File: src/hw/rtl/pctd_pkg.sv
// Shared types, codes and constants for the prefix code table decoder.
// No dependencies; used by every module of the block.
`timescale 1ns / 1ps
`default_nettype none

package pctd_pkg;

    localparam int TABLE_DEPTH_DEF   = 256;
    localparam int MAX_CODE_BITS_DEF = 32;
    localparam int GRP_SIZE          = 16;
    localparam int QUEUE_DEPTH       = 2;

    localparam int CODE_W  = 32;
    localparam int LEN_W   = 6;
    localparam int BYTE_W  = 8;
    localparam int COUNT_W = 9;
    localparam int ADDR_W  = 3;
    localparam int APB_W   = 32;
    localparam int IN_W    = 64;

    localparam logic [1:0] OP_LOAD    = 2'd0;
    localparam logic [1:0] OP_DATA    = 2'd1;
    localparam logic [1:0] OP_RESTART = 2'd2;

    localparam logic REG_ENTRY_COUNT = 1'b0;
    localparam logic REG_LSB_FIRST   = 1'b1;

    localparam logic [COUNT_W-1:0] ENTRY_COUNT_RESET = 9'd1;
    localparam logic               LSB_FIRST_RESET   = 1'b1;

    typedef enum logic [1:0] {
        CMD_LOAD,
        CMD_DATA,
        CMD_RESTART
    } cmd_kind_t;

    typedef struct packed {
        cmd_kind_t          kind;
        logic [BYTE_W-1:0]  idx;
        logic [BYTE_W-1:0]  sym;
        logic [CODE_W-1:0]  code;
        logic [LEN_W-1:0]   len;
        logic [BYTE_W-1:0]  bits;
    } cmd_t;

    typedef enum logic [2:0] {
        ST_IDLE,
        ST_CMP,
        ST_GRP,
        ST_SEL,
        ST_DEC,
        ST_FLUSH
    } back_state_t;

    function automatic logic [BYTE_W-1:0] reverse8(input logic [BYTE_W-1:0] b);
        logic [BYTE_W-1:0] r;
        for (int i = 0; i < BYTE_W; i++)
        begin
            r[i] = b[BYTE_W-1-i];
        end
        return r;
    endfunction

endpackage

`default_nettype wire

File: src/hw/rtl/pctd_front.sv
// Front end: accepts input items, drops unused ops, orders data bits.
// Depends on pctd_pkg; feeds pctd_queue.
`timescale 1ns / 1ps
`default_nettype none

module pctd_front (
    input  logic                     s_tvalid,
    output logic                     s_tready,
    input  logic [pctd_pkg::IN_W-1:0] s_tdata,
    input  logic [1:0]               s_tuser,
    input  logic                     lsb_first,
    input  logic                     queue_full,
    output logic                     cmd_push,
    output pctd_pkg::cmd_t           cmd
);
    import pctd_pkg::*;

    logic keep;
    logic [BYTE_W-1:0] data_byte;

    assign s_tready  = !queue_full;
    assign data_byte = s_tdata[61:54];

    always_comb
    begin
        cmd.idx  = s_tdata[7:0];
        cmd.sym  = s_tdata[15:8];
        cmd.code = s_tdata[47:16];
        cmd.len  = s_tdata[53:48];
        // back end always takes bits from the top
        cmd.bits = lsb_first ? reverse8(data_byte) : data_byte;
        keep     = 1'b1;
        unique case (s_tuser)
            OP_LOAD:    cmd.kind = CMD_LOAD;
            OP_DATA:    cmd.kind = CMD_DATA;
            OP_RESTART: cmd.kind = CMD_RESTART;
            default:
            begin
                cmd.kind = CMD_LOAD;
                keep     = 1'b0;
            end
        endcase
    end

    assign cmd_push = s_tvalid && s_tready && keep;

endmodule

`default_nettype wire

File: config.mk
export PLATFORM = sky130hd
export DESIGN_NAME = pctd_front
export DESIGN_NICKNAME = d
export VERILOG_FILES = /design/src/hw/rtl/pctd_pkg.sv /design/src/hw/rtl/pctd_front.sv
export SDC_FILE = /design/constraint.sdc
export NUM_CORES = 1
export LEC_CHECK = 0
export BUFFER_PORTS_ARGS = -buffer_cell sky130_fd_sc_hd__buf_2
export CORE_AREA = 2 2 53 55
export DETAILED_ROUTE_END_ITERATION = 8
export DIE_AREA = 0 0 55 57
export PLACE_DENSITY = 0.89
export SLEW_MARGIN = 20
export SYNTH_ARGS = -nofsm -noshare
export SYNTH_HDL_FRONTEND = slang
export SYNTH_SLANG_ARGS = --single-unit
File: constraint.sdc
create_clock -name vclk -period 1.28
set_clock_uncertainty 0.1 [all_clocks]
set_input_delay 0.32 -clock vclk [all_inputs]
set_output_delay 0.32 -clock vclk [all_outputs]
set_load 0.05 [all_outputs]
# == Word-level counts from Yosys, hierarchy flattened ==
# Index checks and enable logic that the tools add are counted.
# totals
register_bits,0
elab_cells,10
input_bits,69
out_inout_bits,66
# op_classes
eq_ne,2
muxes,3
n_reduce_logical,5
# ops
op,n
8-bit two-way mux,1
2-bit case mux with 2 select lines,1
3-bit OR reduction,1
2-bit by 1-bit equality test with 1-bit output (second input constant),1
2-bit equality test (second input constant),1
1-bit logical AND,2
2-bit zero test,1
1-bit zero test,1
1-bit two-way mux,1

# == Logic depth before layout (Yosys ltp) ==
# depth
ltp_word,4
depth_mapped,2
depth_no_buf,2

# == Least setup slack after synthesis ==
# No wires, ideal clock.
# synth_timing
kind,input -> output
start,input queue_full
end,output cmd_push
cell_stages,2
slack_ns,-0.309
arrival_ns,1.169
required_time_ns,0.860
path_buffers,0
path_cell_list,inv_1 > and3_1
# synth_via
elab_chain_len,3
# synth_rtl
item,line,text
from (decl),pctd_front.sv:12,"input logic queue_full,"
1-bit zero test,pctd_front.sv:21,assign s_tready = !queue_full;
1-bit logical AND (2 in a row),pctd_front.sv:45,assign cmd_push = s_tvalid && s_tready && keep;
to (decl),pctd_front.sv:13,"output logic cmd_push,"
# No other way between the ends.

==> impl_metrics.prom <==
# TYPE chip_impl_metric gauge
chip_impl_info{name="status",value="complete, but fails checks"} 1
chip_impl_info{name="failing_checks",value="negative setup slack"} 1
chip_impl_metric{name="antenna_cells_inserted",unit=""} 0
chip_impl_metric{name="synth_compound_gate_area_share",unit="%"} 0
chip_impl_metric{name="cp_data_required_time",unit="ns"} 0.86
chip_impl_metric{name="grt_pass1_wl",unit="mm"} 1.21
chip_impl_info{name="topRoutingLayerUsed",value="met4"} 1
chip_impl_metric{name="antenna_violations_before_repair",unit=""} 0
chip_impl_metric{name="dp_worst_setup_slack",unit="ns"} -0.238
chip_impl_metric{name="dpl-instance-area",unit="sq um"} 320
chip_impl_metric{name="grt_overflow_total",unit=""} 0
chip_impl_metric{name="multiInputGateArea",unit="sq um"} 153
chip_impl_metric{name="max_cap_violations",unit=""} 0
chip_impl_metric{name="yosys_warnings",unit=""} 0
chip_impl_info{name="worstSetupPathType",value="input pin to output port"} 1
chip_impl_info{name="synth.top_cells.by_area",value="sky130_fd_sc_hd__buf_4 (72%), sky130_fd_sc_hd__mux2_4 (21%), sky130_fd_sc_hd__nor2b_1 (2.2%)"} 1
chip_impl_metric{name="synthAdderAreaFrac",unit="%"} 0
chip_impl_metric{name="ff_latch_area",unit="sq um"} 0
chip_impl_metric{name="via_per_inst",unit=""} 3.93
chip_impl_metric{name="placeableCoreArea",unit="sq um"} 2620
chip_impl_metric{name="clock_buffers",unit=""} 0
chip_impl_metric{name="first_global_vias",unit=""} 294
chip_impl_metric{name="synth_mux_area_share",unit="%"} 21.3
chip_impl_metric{name="maximum_clock_rate",unit="MHz"} 760
chip_impl_metric{name="drt_iter0_drc",unit=""} 0
chip_impl_metric{name="hold_violations",unit=""} 0
chip_impl_metric{name="synth.top_cell.area_share",unit="%"} 72.0
chip_impl_metric{name="worst_pin_slew",unit="ns"} 0.250
chip_impl_metric{name="io_buffers",unit=""} 25
chip_impl_metric{name="drt-wirelength-per-cell",unit="microns"} 12.4
chip_impl_metric{name="globalplace.congestion",unit=""} 0.545
chip_impl_info{name="worstSetupStartpoint",value="lsb_first"} 1
chip_impl_metric{name="synth_xor_area_share",unit="%"} 0
chip_impl_metric{name="start_util",unit="%"} 21.5
chip_impl_metric{name="floorplan.io_pins",unit=""} 135
chip_impl_metric{name="power_density",unit="nW/um^2"} 581
chip_impl_metric{name="final_period_minus_worst_setup_slack",unit="ns"} 1.32
chip_impl_metric{name="drc",unit=""} 0
chip_impl_metric{name="finish.instance_area",unit="sq um"} 395
chip_impl_metric{name="final_worst_slack",unit="ns"} -0.0357
chip_impl_info{name="synth_top_cells_by_count",value="sky130_fd_sc_hd__buf_4 (54), sky130_fd_sc_hd__mux2_4 (8), sky130_fd_sc_hd__nor2b_1 (2)"} 1
chip_impl_metric{name="post_synth_inst_count",unit=""} 68
chip_impl_metric{name="power.share.sequential",unit="%"} 0
chip_impl_metric{name="relSlewSlack",unit="%"} 83.5
chip_impl_metric{name="net-switching-power",unit="uW"} 130
chip_impl_metric{name="layout.sequential_cells",unit=""} 0
chip_impl_metric{name="drv_slew",unit=""} 0
chip_impl_info{name="min_path_type",value="input pin to output port"} 1
chip_impl_metric{name="postSynthAreaPerCell",unit="sq um"} 8.28
chip_impl_metric{name="p_leak",unit="uW"} 0.000210
chip_impl_metric{name="number_of_nets_at_the_end_of_the_flow",unit=""} 109
chip_impl_metric{name="drive_gt1_share",unit="%"} 94.7
chip_impl_metric{name="clock_power_share",unit="%"} 0
chip_impl_metric{name="nFillCells",unit=""} 301
chip_impl_metric{name="final_antenna_net_count",unit=""} 0
chip_impl_info{name="critical_path_startpoint_category",value="input pin"} 1
chip_impl_metric{name="drt_pre_antenna_iters",unit=""} 1
chip_impl_metric{name="postCtsSetupBuffers",unit=""} 0
chip_impl_info{name="cp-end-kind",value="output port"} 1
chip_impl_metric{name="placementRows",unit=""} 19
chip_impl_info{name="cp-endpoint",value="cmd[5]"} 1
chip_impl_metric{name="power_report.internal_total",unit="uW"} 99.4
chip_impl_metric{name="design.die.area",unit="sq um"} 3140
chip_impl_metric{name="die_w",unit="microns"} 55
chip_impl_info{name="rsz0062_at_grt",value="yes"} 1
chip_impl_metric{name="grt_max_degree",unit=""} 9
chip_impl_metric{name="post_cts_hold_buffer_count",unit=""} 0
chip_impl_metric{name="globalRouteTotalUtil",unit="%"} 5.06
chip_impl_metric{name="final.period_utilization",unit="%"} 103
chip_impl_metric{name="vias",unit=""} 271
chip_impl_metric{name="comb_power_share",unit="%"} 100.0
chip_impl_metric{name="max_fo_critical_path",unit=""} 8
chip_impl_info{name="synthMostInstantiatedCell",value="sky130_fd_sc_hd__buf_4"} 1
chip_impl_metric{name="route.layer.met1.wl",unit="microns"} 144
chip_impl_metric{name="cts.repair.resized",unit=""} 22
chip_impl_info{name="largest_family_of_logic_cells_by_synthesized_area",value="buffers and inverters"} 1
chip_impl_metric{name="synth-simple-area-share",unit="%"} 4.00
chip_impl_metric{name="synth_sequential_area_ratio",unit="%"} 0
chip_impl_info{name="post_synth_top_area_cell",value="sky130_fd_sc_hd__buf_4"} 1
chip_impl_metric{name="synthDistinctLibCells",unit=""} 7
chip_impl_metric{name="die_h",unit="microns"} 57
chip_impl_metric{name="synth_nets",unit=""} 137
chip_impl_metric{name="route.met3.wl",unit="microns"} 199
chip_impl_metric{name="switching_share",unit="%"} 56.8
chip_impl_metric{name="postRouteWirelength",unit="microns"} 859
chip_impl_metric{name="setup_violations",unit=""} 8
chip_impl_metric{name="mappedNetlistArea",unit="sq um"} 563
chip_impl_metric{name="critPathArrivalTime",unit="ns"} 0.90
chip_impl_metric{name="irDropWorstVdd",unit="mV"} 0.175
chip_impl_metric{name="detailroute.wirelength.met2",unit="microns"} 341
chip_impl_info{name="hold_start",value="s_tdata[19]"} 1
chip_impl_metric{name="area_growth_syn_to_layout",unit="%"} -29.8
chip_impl_metric{name="whs",unit="ns"} 0.540
chip_impl_metric{name="setup_tns_after_final_layout",unit="ns"} -0.244
==> critical path, stage by stage <==
cell	delay, ns
sky130_fd_sc_hd__buf_12	0.12
sky130_fd_sc_hd__mux2_4	0.30
sky130_fd_sc_hd__buf_8	0.15
==> per-stage QoR <==
stage,util (%),total power [uW],instances
floorplan,-,604,68
global placement,12.2,191,69
detailed placement,12.2,193,69
CTS,15.0,231,69
global route,15.1,241,69
finish,15.1,230,69
==> cells in the final DEF (no fill, tap or decap) <==
cell and instances:
sky130_fd_sc_hd__and3_4 1, sky130_fd_sc_hd__buf_12 1, sky130_fd_sc_hd__buf_2 15, sky130_fd_sc_hd__buf_6 8, sky130_fd_sc_hd__buf_8 1, sky130_fd_sc_hd__inv_1 1
sky130_fd_sc_hd__mux2_4 8, sky130_fd_sc_hd__nand2_1 1, sky130_fd_sc_hd__nor2b_2 2
==> cell families (layout without fill, tap and decap cells) <==
group         count (synthesis)  after routing
buf+inv                      56             26
simple gates                  4              4
mux                           8              8
==> power by group through the flow <==
stage / registers, uW / clock network, uW / logic [uW]
2_1_floorplan: 0 / 0 / 604
3_3_place_gp: 0 / 0 / 191
3_5_place_dp: 0 / 0 / 193
4_1_cts: 0 / 0 / 231
5_1_grt: 0 / 0 / 241
6_report: 0 / 0 / 230
==> final cells by class <==
cell class	instances	area share [%]
inverter	1	0.949
timing repair buffer	25	50.6
multi-input combinational	12	38.6
tap	31	9.81
==> layer usage <==
metal  track usage (%)  vias up
met3              3.40       34
met1              3.04       95
li1                  -       97
met2              6.29       45
met5                 0        -
met4              10.1        0
==> worst min-delay path by stage <==
stage,cells past startpoint,to,slack (ns)
2_1_floorplan,1,cmd[62],0.64
3_3_place_gp,0,cmd[10],0.54
3_5_place_dp,0,cmd[10],0.54
4_1_cts,0,cmd[10],0.54
5_1_grt,0,cmd[35],0.54
6_report,0,cmd[17],0.54
(Power assumes the default switching activity.)
