===== config.mk =====
export PLATFORM = sky130hd
export DESIGN_NAME = pctd_queue
export DESIGN_NICKNAME = d
export VERILOG_FILES = /design/src/hw/rtl/pctd_pkg.sv /design/src/hw/rtl/pctd_queue.sv
export SDC_FILE = /design/constraint.sdc
export NUM_CORES = 1
export LEC_CHECK = 0
export ABC_AREA = 1
export BUFFER_PORTS_ARGS = -buffer_cell sky130_fd_sc_hd__buf_2
export CAP_MARGIN = 10
export CORE_AREA = 4 4 99 101
export CTS_CLUSTER_DIAMETER = 150
export CTS_CLUSTER_SIZE = 30
export DETAILED_ROUTE_END_ITERATION = 8
export DIE_AREA = 0 0 103 105
export PLACE_DENSITY = 0.93
export SLEW_MARGIN = 20
export SYNTH_ARGS = -nofsm -noshare
export SYNTH_HDL_FRONTEND = slang
export SYNTH_SLANG_ARGS = --single-unit

===== constraint.sdc =====
create_clock -name clk -period 7.4 [get_ports clk]
set_clock_uncertainty 0.1 [all_clocks]
set_input_delay 0.37 -clock clk [delete_from_list [all_inputs] [get_ports clk]]
set_output_delay 0.37 -clock clk [all_outputs]
set_load 0.05 [all_outputs]

===== src/hw/rtl/pctd_pkg.sv =====
// Shared types, codes and constants for the prefix code table decoder.
// No dependencies; used by every module of the block.
`timescale 1ns / 1ps
`default_nettype none

package pctd_pkg;

    localparam int TABLE_DEPTH_DEF   = 256;
    localparam int MAX_CODE_BITS_DEF = 32;
    localparam int GRP_SIZE          = 16;
    localparam int QUEUE_DEPTH       = 2;

    localparam int CODE_W  = 32;
    localparam int LEN_W   = 6;
    localparam int BYTE_W  = 8;
    localparam int COUNT_W = 9;
    localparam int ADDR_W  = 3;
    localparam int APB_W   = 32;
    localparam int IN_W    = 64;

    localparam logic [1:0] OP_LOAD    = 2'd0;
    localparam logic [1:0] OP_DATA    = 2'd1;
    localparam logic [1:0] OP_RESTART = 2'd2;

    localparam logic REG_ENTRY_COUNT = 1'b0;
    localparam logic REG_LSB_FIRST   = 1'b1;

    localparam logic [COUNT_W-1:0] ENTRY_COUNT_RESET = 9'd1;
    localparam logic               LSB_FIRST_RESET   = 1'b1;

    typedef enum logic [1:0] {
        CMD_LOAD,
        CMD_DATA,
        CMD_RESTART
    } cmd_kind_t;

    typedef struct packed {
        cmd_kind_t          kind;
        logic [BYTE_W-1:0]  idx;
        logic [BYTE_W-1:0]  sym;
        logic [CODE_W-1:0]  code;
        logic [LEN_W-1:0]   len;
        logic [BYTE_W-1:0]  bits;
    } cmd_t;

    typedef enum logic [2:0] {
        ST_IDLE,
        ST_CMP,
        ST_GRP,
        ST_SEL,
        ST_DEC,
        ST_FLUSH
    } back_state_t;

    function automatic logic [BYTE_W-1:0] reverse8(input logic [BYTE_W-1:0] b);
        logic [BYTE_W-1:0] r;
        for (int i = 0; i < BYTE_W; i++)
        begin
            r[i] = b[BYTE_W-1-i];
        end
        return r;
    endfunction

endpackage

`default_nettype wire


===== src/hw/rtl/pctd_queue.sv =====
// Short command queue between the front and back ends.
// Depends on pctd_pkg for the command type and depth.
`timescale 1ns / 1ps
`default_nettype none

module pctd_queue (
    input  logic           clk,
    input  logic           rst_n,
    input  logic           push,
    input  pctd_pkg::cmd_t din,
    output logic           full,
    input  logic           pop,
    output logic           valid,
    output pctd_pkg::cmd_t dout
);
    import pctd_pkg::*;

    localparam int PTR_W = (QUEUE_DEPTH > 1) ? $clog2(QUEUE_DEPTH) : 1;
    localparam int CNT_W = $clog2(QUEUE_DEPTH + 1);

    cmd_t qmem [QUEUE_DEPTH];

    logic [PTR_W-1:0] wr_ptr_reg, wr_ptr_next;
    logic [PTR_W-1:0] rd_ptr_reg, rd_ptr_next;
    logic [CNT_W-1:0] count_reg, count_next;
    logic             do_push, do_pop;

    assign full    = (count_reg == CNT_W'(QUEUE_DEPTH));
    assign valid   = (count_reg != '0);
    assign do_push = push && !full;
    assign do_pop  = pop && valid;
    assign dout    = qmem[rd_ptr_reg];

    always_comb
    begin
        wr_ptr_next = wr_ptr_reg;
        rd_ptr_next = rd_ptr_reg;
        count_next  = count_reg;
        if (do_push)
        begin
            wr_ptr_next = (wr_ptr_reg == PTR_W'(QUEUE_DEPTH - 1)) ? '0 : wr_ptr_reg + PTR_W'(1);
        end
        if (do_pop)
        begin
            rd_ptr_next = (rd_ptr_reg == PTR_W'(QUEUE_DEPTH - 1)) ? '0 : rd_ptr_reg + PTR_W'(1);
        end
        if (do_push && !do_pop)
        begin
            count_next = count_reg + CNT_W'(1);
        end
        else if (do_pop && !do_push)
        begin
            count_next = count_reg - CNT_W'(1);
        end
    end

    always_ff @(posedge clk or negedge rst_n)
    begin
        if (!rst_n)
        begin
            wr_ptr_reg <= '0;
            rd_ptr_reg <= '0;
            count_reg  <= '0;
        end
        else
        begin
            wr_ptr_reg <= wr_ptr_next;
            rd_ptr_reg <= rd_ptr_next;
            count_reg  <= count_next;
        end
    end

    always_ff @(posedge clk)
    begin
        if (do_push)
        begin
            qmem[wr_ptr_reg] <= din;
        end
    end

endmodule

`default_nettype wire


Word-level counts from Yosys, hierarchy flattened
Memories as Yosys holds them, arrays and structs flattened.
Cells that the tools add are included.
- bits in registers: 4
- output and inout port bits: 66
- memories: 1
- logic and storage cells: 24
- RAM bits: 128
- bits of input ports: 68
- memory list (memory ; depth ; width ; read ports ; clocked after Yosys merged registers in ; wr ports ; RTL line ; source):
    qmem ; 2 ; 64 ; 1 ; 0 ; 1 ; pctd_queue.sv:21 ; cmd_t qmem [QUEUE_DEPTH];
- eq/ne operators: 1
- mux-type cells: 6
- reductions and logical operators: 9
- $add $sub $neg: 4
- operators with widths (kind ; number):
    logical AND 1 bit ; 4
    two-way mux 1 bit ; 4
    two-way mux 2 bit ; 2
    nonzero test 2 bit ; 2
    logical NOT 1 bit ; 3
    adder 1 bit (second input constant) ; 2
    adder 2 x 1 -> 2 bit (second input constant) ; 1
    equality test 2 bit (second input constant) ; 1
    subtractor 2 x 1 -> 2 bit (second input constant) ; 1

Logic depth before layout (Yosys ltp)
Gate-level depths: netlist of the first run.
- word-level depth: 7
- mapped depth: 9
- mapped depth without buffers: 9

Least setup slack after synthesis of the first run
No wires, ideal clock.
- kind: reg-to-reg
- from: register count_reg[1]
- to: memory qmem[1][0] in the netlist's numbering (enable)
- path slack: 3580 ps
- cell stages (with the launch flop): 4
- required time: 6814 ps
- period minus slack after synthesis: 3820 ps
- setup time: 486 ps
- path buffers: 0
- data arrival time: 3234 ps
- cells stage by stage: dfrtp_1 > inv_1 > o21ai_0 > nor2_1
- longest elaborated chain between the ends: 5
- RTL lines (item ; RTL line ; source):
    start: declaration ; pctd_queue.sv:25 ; logic [CNT_W-1:0] count_reg, count_next;
    start signal: assignment ; pctd_queue.sv:69 ; count_reg <= count_next;
    equality test 2 bit ; pctd_queue.sv:28 ; assign full = (count_reg == CNT_W'(QUEUE_DEPTH));
    logical NOT 1 bit ; pctd_queue.sv:30 ; assign do_push = push && !full;
    logical AND 1 bit ; pctd_queue.sv:30 ;
    two-way mux 1 bit ; pctd_queue.sv:75 ; if (do_push)
    two-way mux 1 bit (implied by the code) ; pctd_queue.sv:77 ; qmem[wr_ptr_reg] <= din;
    end: declaration ; pctd_queue.sv:21 ;
No other way between the ends.

==> metrics.txt, run 1 <==
Hold Vio Cnt, Final=0; CTS max path bufs=2; Final min period=2690 ps; startpoint types=register; max frequency=0.372 GHz; CORE AREA=0.00902 mm^2; die height=105 um; DR WL/cell=15.8 um; H-tree depth=4; row count=35; Max-Cap Viols=0; crit-path max FO=65; Seq cells post-synth=132; clock buffer count from CTS=17; CP most frequent cell=nand2_1; max reg flops=128; Setup TNS=0 ps; root buffer cell=clkbuf_8; most common cell in the synthesized netlist=nand2_1; Synth Cell Area=between 0.004 and 0.005 mm^2; largest net degree at the start of global routing=66; Post-Syn Area per Cell=between 10 and 15 um^2; Crit. End Element=output port; Residual DRC=0; clk slew on worst S/H paths=~50 ps; Initial Utilization=0.541; Final period util=0.363; Crit-path slowest cell=clkinv_2; Hold WC Path Type=in2reg; Critical Path RT=6930 ps; final max-slew violation count=0; CP max stage delay=680 ps; initial antenna violation count=0; Filler cells=roughly 520; nets@finish=641; outcome=complete, no violations; post-CTS sizing=0; Synth top cells by count=nand2_1, edfxtp_1, buf_4; Synth Flop Type=edfxtp_1; fraction of layout cells with a size suffix above 1=0.291; YS warnings=0; iteration count of the initial detailed-routing pass=5; crit path cell chain=clkinv_2, nand2_1, nand2_1, buf_2; GRT Total Usage=0.213; register area=0.00395 mm^2; TritonCTS clock tree=yes; total grt overflow=0; Seq/Total Area, Yosys=0.808; largest area contributor in the netlist=edfxtp_1; RSZ-0062 raised after global routing=false; Mapped Cells=about 370; Area growth syn-to-layout=40.3%; Port Buffers=133; die area=between 0.01 and 0.015 mm^2; WP data arrival=about 2200 ps; Post-synth EDFFs=128; ANT nets after route=0; Synth async-reset ratio=0.0303; First DRT Iteration DRCs=200; Worst slew margin=0.368; final hold slack=approximately 50 ps; Synth top area share=0.788; Critical path buffers and inverters=2; ranking of synthesized cells by area=edfxtp_1, nand2_1, dfrtp_1; first-pass GRT wire length=17400 um; DR vias/cell=4.96; Detailed Route WL=roughly 11000 um; synthesized net count=435; Multi-input gate area=just over 800 um^2; DR vias=3453; Worst VDD drop=around 0.00028 V; num ports=about 130; postcts setup bufs=0; vias in the first global route=roughly 3600; cell area power density=472 mW/mm^2; HPWL after DPL=5940 um; clock sink total=132; crit path kind=reg2out; Hold Buf Count CTS=65; Setup violations, final=0; Ant. Diodes=0; DIE WIDTH=around 100 um; Static Leak=2.98 nW; insertion delay to the later sink of the worst-skew pair=480 ps; measured slew at the worst slew-check pin=approximately 950 ps; Yosys cell types=13; Top delay family on crit path=buffers and inverters; RePlAce Congestion=0.710
-- placed cells by master (no fill, tap or decap) --
cell type        n
o21ai_0          1
buf_4            3
inv_2            1
nor2_1           2
clkbuf_16       16
clkinvlp_4       5
edfxtp_1       128
buf_2          133
inv_1            6
nand4_1          1
clkinv_4         1
clkbuf_8         1
clkinv_1         2
nand2_1        203
xnor2_1          1
bufinv_16        2
dlygate4sd3_1   65
clkinv_2         2
inv_6            4
dfrtp_1          3
nand3_1          2
nor2_4           1
ha_1             1
dfrtp_2          1
-- worst min-delay path, delay by kind of cell --
family        cells  cell delay, ps
simple gates      2             140
buf+inv           1              90
-- routing by layer --
metal,part of all wire,track usage
met2,0.54,0.377
met1,0.37,0.252
met3,0.072,0.0507
met5,0,0
met4,0.015,0.0694
-- where the power goes --
group	leakage [nW]	switching (mW)	total, mW	internal (mW)
combinational	1.48	1.10	1.37	0.268
sequential	1.24	0.0475	1.07	1.02
clock	0.263	0.308	0.789	0.481
-- per-stage QoR --
step	power, mW	util	cells	instance area [um^2]	worst slack (ps)
2_1_floorplan	2.12	-	366	4880	3580
3_3_place_gp	2.38	0.624	599	5630	5040
3_5_place_dp	2.41	0.624	599	5630	4960
4_1_cts	3.23	0.759	696	6840	4640
5_1_grt	3.38	0.759	696	6850	4540
6_report	3.23	0.759	696	6850	4710
-- kinds of logic after synthesis --
group,share of synthesized area
simple gates,0.162
flops,0.808
compound gates,0.00102
buf+inv,0.0246
fa+ha+maj,0.00256
xor+xnor,0.00180
-- final timing paths --
| path | from | endpoint | slack [ps] | cells past startpoint |
|---|---|---|---|---|
| max | rd_ptr_reg | dout[18] | 4710 | 4 |
| min | pop | rd_ptr_reg | 50 | 3 |
| max reg2reg | count_reg[1] | qmem[1][9] | 4960 | 4 |
| min reg2reg | wr_ptr_reg | wr_ptr_reg | 390 | 2 |
| max in group asynchronous | rst_n | rd_ptr_reg | 6920 | 2 |
| min in group asynchronous | rst_n | count_reg[0] | 150 | 2 |
-- final cells by class --
class,count,share of cell area
clock buffer,17,0.0605
clock inverter,15,0.0225
inverter,8,0.00457
multi-input combinational,212,0.120
sequential,132,0.576
tap,111,0.0203
timing repair buffer,201,0.196
(Power assumes the default switching activity.)
==> run 2, diff against run 1 <==
--- a/config.mk
+++ b/config.mk
@@ -8,12 +8,12 @@
 export ABC_AREA = 1
 export BUFFER_PORTS_ARGS = -buffer_cell sky130_fd_sc_hd__buf_2
 export CAP_MARGIN = 10
-export CORE_AREA = 4 4 99 101
+export CORE_AREA = 4 4 102 104
 export CTS_CLUSTER_DIAMETER = 150
 export CTS_CLUSTER_SIZE = 30
 export DETAILED_ROUTE_END_ITERATION = 8
-export DIE_AREA = 0 0 103 105
-export PLACE_DENSITY = 0.93
+export DIE_AREA = 0 0 106 108
+export PLACE_DENSITY = 0.88
 export SLEW_MARGIN = 20
 export SYNTH_ARGS = -nofsm -noshare
 export SYNTH_HDL_FRONTEND = slang
==> constraint.sdc (replaced) <==
create_clock -name clk -period 2.5 [get_ports clk]
set_clock_uncertainty 0.1 [all_clocks]
set_input_delay 0.125 -clock clk [delete_from_list [all_inputs] [get_ports clk]]
set_output_delay 0.125 -clock clk [all_outputs]
set_load 0.05 [all_outputs]
==> run 2 against run 1 <==
Effect of this change:
- critical path depth rose by 1
- first-iteration DRC count rose by 36%
- via count rose by 0.14%
- die area rose by 5.9%
- global-route usage fell by 0.91 points
- non-clock buffer count rose by 6
- setup slack got worse by 4400 ps
- power rose to 3.0 times the previous value
- final area rose by 2.0%
- largest power group unchanged
==> metrics.txt, run 2 (synthesis gave the netlist of run 1 again) <==
outcome=complete, no violations; ANT nets after route=0 (unchanged); Static Leak=3.02 nW (+1.5%); critical hold path startpoint=din[46]; max reg flops=128 (unchanged); CORE AREA=0.00955 mm^2 (+5.9%); RSZ-0062 raised after global routing=false; HPWL after DPL=6190 um (+4.2%); CTS max path bufs=2 (unchanged); Area growth syn-to-layout=43.1%; row count=36 (+2.9%); Final period util=0.862; Initial Utilization=0.511 (-0.0299); clk slew on worst S/H paths=60 ps (about the same); iteration count of the initial detailed-routing pass=4 (-1); cell area power density=1390 mW/mm^2 (+190%); Worst VDD drop=0.000815 V (+190%); crit-path max FO=21 (-68%); crit path capture=dout[33]; vias in the first global route=3748 (+3.9%); Ant. Diodes=0 (unchanged); clock buffer count from CTS=17 (unchanged); DR vias/cell=4.78 (-3.7%); reg2reg setup slack=750 ps (-4210 ps); Final min period=~2200 ps; Residual DRC=0 (unchanged); GRT Total Usage=0.204 (-0.00911); clock sink total=132 (unchanged); PnR worst setup slack=344 ps (-4370 ps); total grt overflow=0 (unchanged); die height=108 um (+2.9%); commonest cells after routing, fill and taps aside=nand2_1, buf_2, edfxtp_1; Crit. End Element=output port; fraction of layout cells with a size suffix above 1=0.291 (+0.000434); postcts setup bufs=0 (unchanged); Max-Cap Viols=0 (unchanged); insertion delay to the later sink of the worst-skew pair=500 ps (+20 ps); Setup violations, final=0 (unchanged); TritonCTS clock tree=yes; WP data arrival=1930 ps (-290 ps); most common cell after layout, fill and taps aside=nand2_1; DIE WIDTH=106 um (+2.9%); Port Buffers=133 (unchanged); DR vias=3458 (+0.14%); startpoint types=register; worst slack, placed=785 ps (-4180 ps); crit path kind=reg2out; RePlAce Congestion=0.671 (-5.6%); R2R cell count=6 (+2); max frequency=0.464 GHz; Worst R2R End=qmem[0][31]; die area=0.0114 mm^2 (+5.9%); Setup crit start=rd_ptr_reg; initial antenna violation count=0 (unchanged); First DRT Iteration DRCs=272 (+36%); measured slew at the worst slew-check pin=502 ps (-444 ps); nets@finish=647 (+0.94%); post-CTS sizing=0 (unchanged); final max-slew violation count=0 (unchanged); Hold Vio Cnt, Final=0 (unchanged); largest net degree at the start of global routing=65 (-1.5%); Critical Path RT=2280 ps (-4650 ps); DR WL/cell=15.3 um (-2.9%); Setup TNS=0 ps (unchanged); num ports=134 (unchanged); Finished Layout Cells=724 (+4.0%); Worst slew margin=0.662 (+0.294); fin area=0.00698 mm^2 (+2.0%); first-pass GRT wire length=17700 um (+1.5%); Reg-to-Reg Start=count_reg[1]; root buffer cell=clkbuf_8; H-tree depth=4 (unchanged); DP Area=0.00572 mm^2 (+1.8%); Detailed Route WL=11100 um (+0.96%); placed insts=624 (+4.2%); Hold WC Path Type=in2reg
==> run 2: metrics by stage <==
stage	power, mW	utilization	hold slack, ps
2_1_floorplan	6.28	-	-271
3_3_place_gp	7.14	0.599	-159
3_5_place_dp	7.24	0.599	-158
4_1_cts	9.70	0.731	206
5_1_grt	10.1	0.731	221
6_report	9.68	0.731	244
==> run 2: cell type report <==
type                    instances  area (um^2)
flip-flops and latches        132         3950
fillers                       602         2570
repair buffers                207         1430
multi-input cells             212          831
clock buffers                  17          414
well taps                     133          166
clock inverters                15          164
inverters                       8         33.8
==> run 2: critical path, cell delays in order, from the launching register on <==
cell and delay, ps:
dfrtp_2 410, inv_2 250, buf_4 310, nand2_1 90, nand2_1 90, buf_2 270
==> run 2: how the worst min path moves through the flow <==
| stage | endpoint | slack (ps) | cells past startpoint |
|---|---|---|---|
| final | qmem[0][46] | 240 | 2 |
| after global routing | qmem[0][56] | 220 | 2 |
| after CTS | qmem[1][13] | 210 | 2 |
| after detailed placement | count_reg[0] | -160 | 1 |
| after global placement | count_reg[0] | -160 | 1 |
| after floorplan | count_reg[0] | -270 | 0 |
==> run 2: what timing repair did <==
| action | 4_1_cts | 5_1_grt |
|---|---|---|
| endpoints found under the setup margin | 0 | 0 |
| hold buffers | 68 | 0 |
| hold endpoints to repair | 135 | 0 |
==> run 2: routing by layer <==
layer / track usage / vias to the layer above / wire length (um)
met5: 0 / - / 0
met2: 0.372 / 128 / 5950
met1: 0.223 / 1658 / 4270
met3: 0.0687 / 15 / 718
met4: 0.0722 / 0 / 157
li1: - / 1657 / -
==> run 2: report_power, final <==
group	total, mW	internal [mW]	switching [mW]	leakage [nW]
Combinational	4.15	0.865	3.28	1.51
Sequential	3.16	3.02	0.136	1.24
Clock	2.37	1.50	0.869	0.274
==> run 3, diff against run 2 <==
--- a/config.mk
+++ b/config.mk
@@ -5,15 +5,14 @@
 export SDC_FILE = /design/constraint.sdc
 export NUM_CORES = 1
 export LEC_CHECK = 0
-export ABC_AREA = 1
 export BUFFER_PORTS_ARGS = -buffer_cell sky130_fd_sc_hd__buf_2
 export CAP_MARGIN = 10
-export CORE_AREA = 4 4 102 104
+export CORE_AREA = 4 4 104 106
 export CTS_CLUSTER_DIAMETER = 150
 export CTS_CLUSTER_SIZE = 30
 export DETAILED_ROUTE_END_ITERATION = 8
-export DIE_AREA = 0 0 106 108
-export PLACE_DENSITY = 0.88
+export DIE_AREA = 0 0 108 110
+export PLACE_DENSITY = 0.87
 export SLEW_MARGIN = 20
 export SYNTH_ARGS = -nofsm -noshare
 export SYNTH_HDL_FRONTEND = slang
==> run 3 against run 2 <==
Effect of this change:
- die area is 3.8% higher
- synthesized cell count is 40% lower
- sequential power hardly changed
- fmax is 4.5% lower
- routed wire length is 9.6% lower
- register-to-register slack worse by 60 ps
- critical path depth is 2 lower
- clock power is 7% higher
- hold slack better by 0.60 ps
- flip-flop and latch count stayed put
- critical endpoint is now dout[47]
- largest cell class unchanged
- largest power group unchanged
==> metrics.txt, run 3 <==
fin area=0.00715 mm^2 (+2.3%); register area=0.00395 mm^2 (about the same); Final Power=9.67 mW (about the same); postcts setup bufs=0 (unchanged); clock power share=0.262 (+0.017); crit path kind=reg2out; Hold WC Path Type=in2reg; most common cell in the synthesized netlist=edfxtp_1; Setup TNS=0 ps (unchanged); max reg flops=128 (unchanged); Initial Utilization=0.514 (+0.00307); largest area contributor in the netlist=edfxtp_1; Synth top cells by count=edfxtp_1, mux2_4, mux2_2; worst slack, placed=695 ps (-90.4 ps); die area=0.0119 mm^2 (+3.8%); Worst VDD drop=0.000901 V (+11%); PnR worst setup slack=243 ps (-101 ps); Port Buffers=133 (unchanged); ANT nets after route=0 (unchanged); Met1 Wirelength=3730 um (-13%); CTS max path bufs=2 (unchanged); Detailed Route WL=10000 um (-9.6%); Critical path buffers and inverters=2 (-1); post-layout util=0.731 (about the same); row count=36 (unchanged); Mapped Cells=218 (-40%); DR vias=2759 (-20%); GRT Total Usage=0.181 (-0.0237); Crit-path slowest cell=buf_4; Final period util=0.903 (+0.0405); Critical Path RT=2280 ps (about the same); Setup crit start=rd_ptr_reg; Synth top area share=0.765 (-0.0228); clock sink total=132 (unchanged); measured slew at the worst slew-check pin=618 ps (+116 ps); Switching Power=3.68 mW (-14%); Reg-to-Reg Start=count_reg[0]; largest net degree at the start of global routing=47 (-28%); clk slew on worst S/H paths=60 ps (about the same); R2R cell count=4 (-2); Area growth syn-to-layout=42.2%; Worst slew margin=0.588 (-0.0741); TritonCTS clock tree=yes; Finished Layout Cells=584 (-19%); Synth async-reset ratio=0.0303 (unchanged); clock buffer count from CTS=17 (unchanged); CORE AREA=0.00977 mm^2 (+2.4%); CP max stage delay=490 ps (+80 ps); First DRT Iteration DRCs=122 (-55%); Hold Buf Count CTS=68 (unchanged); crit-path max FO=33 (+57%); Comb power frac=0.409 (-0.020); H-tree depth=4 (unchanged); sw frac=0.380 (-0.0627); commonest cells after routing, fill and taps aside=buf_2, edfxtp_1, dlygate4sd3_1; DP Area=0.00585 mm^2 (+2.3%); Final min period=2260 ps (+101 ps); num ports=134 (unchanged); fraction of layout cells with a size suffix above 1=0.518 (+0.227); Static Leak=2.89 nW (-4.3%); top layer in use=met4; met3 wire length=638 um (-11%); Setup violations, final=0 (unchanged); Synth Flop Type=edfxtp_1; Residual DRC=0 (unchanged); RSZ-0062 raised after global routing=false; Hold Vio Cnt, Final=0 (unchanged); Synth Cell Area=0.00502 mm^2 (+3.0%); insertion delay to the later sink of the worst-skew pair=500 ps (about the same); RePlAce Congestion=0.673 (+0.34%); Post-Syn Area per Cell=23.0 um^2 (+73%); WP data arrival=2030 ps (+100 ps); DR vias/cell=4.72 (-1.1%); total grt overflow=0 (unchanged); YS warnings=0 (unchanged); synthesized net count=287 (-34%); crit path cell chain=buf_4, mux2_2, buf_2; most common cell after layout, fill and taps aside=buf_2; HPWL after DPL=5750 um (-7.1%); Top delay family on crit path=buffers and inverters; die height=110 um (+1.9%); startpoint types=register; post-CTS sizing=0 (unchanged); DR WL/cell=17.2 um (+12%); Crit. End Element=output port; placed insts=483 (-23%); wire length on met2=5490 um (-7.8%); reg2reg setup slack=690 ps (-60 ps); Worst R2R End=qmem[0][6]; Post-synth EDFFs=128 (unchanged); Filler cells=585 (-2.8%); P_int=5.99 mW (+11%); crit path capture=dout[47]; Seq/Total Area, Yosys=0.785 (-0.0233); initial antenna violation count=0 (unchanged); outcome=complete, no violations; vias in the first global route=3125 (-17%); ranking of synthesized cells by area=edfxtp_1, mux2_4, mux2_2; Seq pwr share=0.329 (+0.003); first-pass GRT wire length=15700 um (-11%); cell area power density=1350 mW/mm^2 (-2.3%); final hold slack=244 ps (+0.595 ps); final max-slew violation count=0 (unchanged); Multi-input gate area=0.00101 mm^2 (+22%); number of cells on the critical path=3 (-2); root buffer cell=clkbuf_8; max frequency=0.443 GHz (-4.5%); DIE WIDTH=108 um (+1.9%); Max-Cap Viols=0 (unchanged); nets@finish=506 (-22%); Yosys cell types=16 (+3); Seq cells post-synth=132 (unchanged); iteration count of the initial detailed-routing pass=4 (unchanged)
## run 3: cell types whose count changed in the layout (fill, tap and decap cells not counted), sizes merged, moves of 2 or more
cell      before  now
xnor2          1    3
nand2        203    2
clkinvlp       4    1
bufinv         3    5
mux2           0   64
xor2           0    2
inv            8    2
nand3          2    0
## run 3: worst min-delay path by stage
stage                       start            to  slack [ps]  cells past startpoint
after detailed placement    rst_n    rd_ptr_reg        -170                      1
after CTS                 din[42]   qmem[1][42]         210                      2
after global placement      rst_n    rd_ptr_reg        -170                      1
after global routing      din[21]   qmem[0][21]         220                      2
after floorplan             rst_n  count_reg[0]        -270                      0
final                     din[21]   qmem[0][21]         240                      2
## run 3: layer usage
metal | GRT usage | vias up
met5 | 0 | -
met4 | 0.0794 | 0
met3 | 0.0617 | 19
met2 | 0.325 | 97
met1 | 0.193 | 1347
li1 | - | 1296
## run 3: kinds of logic after synthesis
kind of cell  synth area share
fa+ha+maj              0.00249
xor+xnor               0.00872
mux                      0.181
buf+inv                 0.0159
simple gates           0.00722
flops                    0.785
## run 3: cell type report
type / instances / area share
clock buffers: 18 / 0.0585
flip-flops and latches: 132 / 0.552
inverters: 2 / 0.00105
diodes: 1 / 0.000350
clock inverters: 14 / 0.0266
multi-input cells: 77 / 0.141
repair buffers: 207 / 0.196
well taps: 133 / 0.0233
## run 3: power groups by stage
stage | registers (mW) | logic [mW] | clock network [mW]
2_1_floorplan | 3.18 | 3.22 | 0
3_3_place_gp | 3.18 | 3.85 | 0
3_5_place_dp | 3.22 | 3.89 | 0
4_1_cts | 3.18 | 3.98 | 2.57
5_1_grt | 3.23 | 4.15 | 2.69
6_report | 3.18 | 3.95 | 2.54
